==> src/rtl/free_region_labeler_macros.svh <==
// Assertion macros shared by the labeler RTL
`ifndef FREE_REGION_LABELER_MACROS_SVH
`define FREE_REGION_LABELER_MACROS_SVH

// Check a property on every clock edge outside reset
`define FRL_ASSERT(name, clk, rstn, prop, msg) \
  name: assert property (@(posedge clk) disable iff (!(rstn)) (prop)) else $error(msg);

// Check a property on every clock edge, reset included
`define FRL_ASSERT_ALWAYS(name, clk, prop, msg) \
  name: assert property (@(posedge clk) (prop)) else $error(msg);

`endif

==> src/rtl/frl_queue.sv <==
// Short queue that decouples the two sides of the labeler
module frl_queue #(
  parameter int unsigned WIDTH = 8,
  parameter int unsigned DEPTH = 2,
  localparam int unsigned PW = (DEPTH > 1) ? $clog2(DEPTH) : 1
) (
  input  logic             clk_i,
  input  logic             rst_ni,
  input  logic             push_i,
  input  logic [WIDTH-1:0] data_i,
  output logic             full_o,
  input  logic             pop_i,
  output logic [WIDTH-1:0] data_o,
  output logic             empty_o
);

  logic [WIDTH-1:0] mem_q [DEPTH];
  logic [PW-1:0]    wptr_q, rptr_q;
  logic [PW:0]      cnt_q;
  logic             do_push, do_pop;

  assign full_o  = (cnt_q == (PW+1)'(DEPTH));
  assign empty_o = (cnt_q == '0);
  assign do_push = push_i && !full_o;
  assign do_pop  = pop_i && !empty_o;
  assign data_o  = mem_q[rptr_q];

  always_ff @(posedge clk_i) begin
    if (do_push) begin
      mem_q[wptr_q] <= data_i;
    end
  end

  always_ff @(posedge clk_i or negedge rst_ni) begin
    if (!rst_ni) begin
      wptr_q <= '0;
      rptr_q <= '0;
      cnt_q  <= '0;
    end else begin
      if (do_push) begin
        wptr_q <= (wptr_q == PW'(DEPTH - 1)) ? '0 : wptr_q + 1'b1;
      end
      if (do_pop) begin
        rptr_q <= (rptr_q == PW'(DEPTH - 1)) ? '0 : rptr_q + 1'b1;
      end
      case ({do_push, do_pop})
        2'b10:   cnt_q <= cnt_q + 1'b1;
        2'b01:   cnt_q <= cnt_q - 1'b1;
        default: cnt_q <= cnt_q;
      endcase
    end
  end

endmodule

==> config.mk <==
export PLATFORM = sky130hd
export DESIGN_NAME = frl_queue
export DESIGN_NICKNAME = d
export VERILOG_FILES = /design/src/rtl/free_region_labeler_macros.svh /design/src/rtl/frl_queue.sv
export SDC_FILE = /design/constraint.sdc
export NUM_CORES = 1
export LEC_CHECK = 0
export BUFFER_PORTS_ARGS = -buffer_cell sky130_fd_sc_hd__clkbuf_2
export CAP_MARGIN = 25
export CORE_AREA = 2 2 42 48
export CTS_CLUSTER_SIZE = 16
export DETAILED_ROUTE_END_ITERATION = 8
export DIE_AREA = 0 0 44 50
export PLACE_DENSITY_LB_ADDON = 0.2
export SYNTH_ARGS = -nofsm -noshare
export SYNTH_HDL_FRONTEND = slang
export SYNTH_SLANG_ARGS = --single-unit
export TNS_END_PERCENT = 100
==> constraint.sdc <==
create_clock -name clk_i -period 1.5 [get_ports clk_i]
set_input_delay 0.3 -clock clk_i [delete_from_list [all_inputs] [get_ports clk_i]]
set_output_delay 0.3 -clock clk_i [all_outputs]
set_load 0.03 [all_outputs]
==> results.json <==
{
  "wl_met3_um": 57,
  "status": "finished with violations",
  "maxSlewHeadroom": 0.868,
  "worst_pin_slew_ns": 0.198,
  "met1Wirelength_um": 488,
  "fmax_mhz": 628,
  "setup_slack_ns": -0.0924,
  "ir_drop_v": 0.00100,
  "place.port_buffers": 21,
  "grt_pass1_wl_um": 2020,
  "fp.dieArea_um2": 2200,
  "final_common_cell": "edfxtp_1",
  "initialDrtViolationCount": 4,
  "ys_seq_elements": 20,
  "start_util": 0.448,
  "synthCells": 43,
  "route.met2.wl_um": 705,
  "multi_input_area_um2": 193,
  "p_switching_mw": 0.813,
  "clk_pin_slew_ns": 0.11,
  "area_growth_syn_to_layout_pct": 40.8,
  "worstPathRequired_ns": 1.20,
  "htreeDepth": 1,
  "grt_max_degree": 12,
  "p_int_mw": 1.54,
  "highest-signal-layer": "met4",
  "rows": 16,
  "layout.nets": 88,
  "diodes": 0,
  "path_delay_family": "flip-flops",
  "yosysTopAreaCellShare": 0.622,
  "dr.pass1.iters": 2,
  "timing.final.crit_share": 1.06,
  "leakage_nw": 0.455,
  "sequentialPowerShare": 0.366,
  "dp_hpwl_um": 852,
  "rsz0062_at_grt": "true",
  "slowest_delay_ns": 0.39,
  "fillers": 127,
  "power.share.clock": 0.130,
  "slew_violations": 0,
  "cp.arrival_ns": 1.29,
  "cts_tree": "yes",
  "worstHoldPathType": "in2reg",
  "wirelength_um": 1260,
  "power_density_nw_per_um2": 2160,
  "synth_nets": 56,
  "detail_route.wl_per_cell_um": 13.7,
  "maxCapViolations": 0,
  "grt_pass1_vias": 481,
  "synth_area_leaders": "edfxtp_1, dfrtp_1, mux2_2",
  "cts_buffer_depth": 2,
  "yosys.area.top_type": "edfxtp_1",
  "holdWs_ns": 0.189,
  "postRouteAntennaNets": 0,
  "antenna_found_initial": 0,
  "violations": "setup timing",
  "final_cell_mix": "edfxtp_1, clkbuf_2, mux2_2, buf_8",
  "dieWidth_um": 44,
  "remaining_drc_errors": 0,
  "ys_seq_area_frac": 0.752,
  "pin_count": 22,
  "finalSetupTns_ns": -0.688,
  "drive_gt1_frac": 0.581,
  "crit_chain": "buf_6, mux2_2, buf_8",
  "regArea_um2": 582,
  "critPathCaptureType": "primary output",
  "core_area_um2": 1720,
  "fin_crit_ns": 1.59,
  "crit_buf_inv": 2,
  "combinationalPowerShare": 0.504,
  "avgSynthCellArea_um2": 18.0,
  "cts_buffers": 3,
  "globalplace.congestion": 0.640,
  "critPathKind": "reg2out",
  "clock_skew_ns": 0.00451,
  "yosysWarnings": 0,
  "vias_per_cell": 4.79,
  "cts-root-buf": "clkbuf_4",
  "netSwitchingFraction": 0.346,
  "grt_overflow_total": 0,
  "finalSetupViolations": 8,
  "clock-sinks": 20,
  "vias": 441,
  "dieHeight_um": 50,
  "hold_viol_final": 0,
  "crit_path_start_kind": "flip-flop",
  "grt.total_usage": 0.131,
  "yosysUniqueCellTypes": 13,
  "crit_slowest_cell": "dfrtp_2",
  "worstSkewPairLatency_ns": 0.29,
  "crit_fanout": 5,
  "syn_area_um2": 772
}
cells in the mapped netlist (all sizes together):
cell type	count
ha	1
nand2	1
inv	1
dfrtp	4
nor2	3
xnor2	3
and3	1
buf	1
mux2	8
edfxtp	16
xor2	2
nand2b	1
nor2b	1
routing by layer:
metal  vias to the layer above  track usage
met1                       211        0.140
met3                         2       0.0440
li1                        216            -
met2                        12        0.233
met4                         0       0.0455
met5                         -            0
sequential cells by signal (all words and copies together) (netlist names):
register,count
wptr_q,1
cnt_q,2
mem_q,16
rptr_q,1
kinds of logic (layout without fill, tap and decap cells):
| logic type | after synthesis | count (layout) | synth area share |
|---|---|---|---|
| fa+ha+maj | 1 | 1 | 0.0162 |
| mux | 8 | 8 | 0.117 |
| buf+inv | 2 | 33 | 0.0113 |
| flops | 20 | 20 | 0.752 |
| xor+xnor | 5 | 5 | 0.0567 |
| simple gates | 7 | 7 | 0.0470 |
power groups by stage:
stage,Combinational (mW),Clock [mW],Sequential (mW)
final,1.18,0.306,0.861
after global routing,1.25,0.341,0.875
after CTS,1.10,0.314,0.848
after detailed placement,0.799,0,0.903
after global placement,0.787,0,0.897
after floorplan,0.642,0,0.841
per-stage QoR:
stage / setup slack (ns) / area (um^2) / utilization / total power [mW] / cells
CTS: -0.114 / 1060 / 0.618 / 2.27 / 92
global placement: 0.0955 / 912 / 0.530 / 1.68 / 83
finish: -0.0924 / 1090 / 0.632 / 2.35 / 92
detailed placement: 0.0808 / 912 / 0.530 / 1.70 / 83
floorplan: 0.0378 / 774 / - / 1.48 / 43
global route: -0.148 / 1090 / 0.632 / 2.47 / 92
worst paths after layout:
path / slack (ns) / cells past startpoint / to / start
max in group asynchronous: 1.04 / 2 / rptr_q / rst_ni
hold reg to reg: 0.52 / 1 / wptr_q / wptr_q
min in group asynchronous: 0.33 / 2 / cnt_q[1] / rst_ni
hold / removal: 0.19 / 1 / mem_q[1][2] / data_i[2]
setup reg to reg: 0.15 / 5 / cnt_q[1] / cnt_q[0]
setup / recovery: -0.09 / 3 / data_o[3] / rptr_q
worst reg2reg max path, delay by kind of cell (launching register included):
family	cells	cell delay (ns)
flip-flops	1	0.42
AND/OR/NAND/NOR	3	0.39
adder cells (fa/ha/maj)	1	0.33
XOR/XNOR	1	0.15
layout make-up:
type | instances | area share
clock buffers | 4 | 0.0334
inverters | 1 | 0.00345
multi-input cells | 21 | 0.177
flip-flops and latches | 20 | 0.535
well taps | 18 | 0.0207
repair buffers | 28 | 0.230
what timing repair did:
action                                  in CTS  in global routing
cloned                                       0                  0
buffers inserted                             4                  0
endpoints found under the setup margin       9                  9
endpoints found under the hold margin        4                  0
pin swaps                                    0                  0
gates resized for setup                     19                 13
hold buffers                                 1                  0
Note: power is estimated with default switching activity, not from simulation.
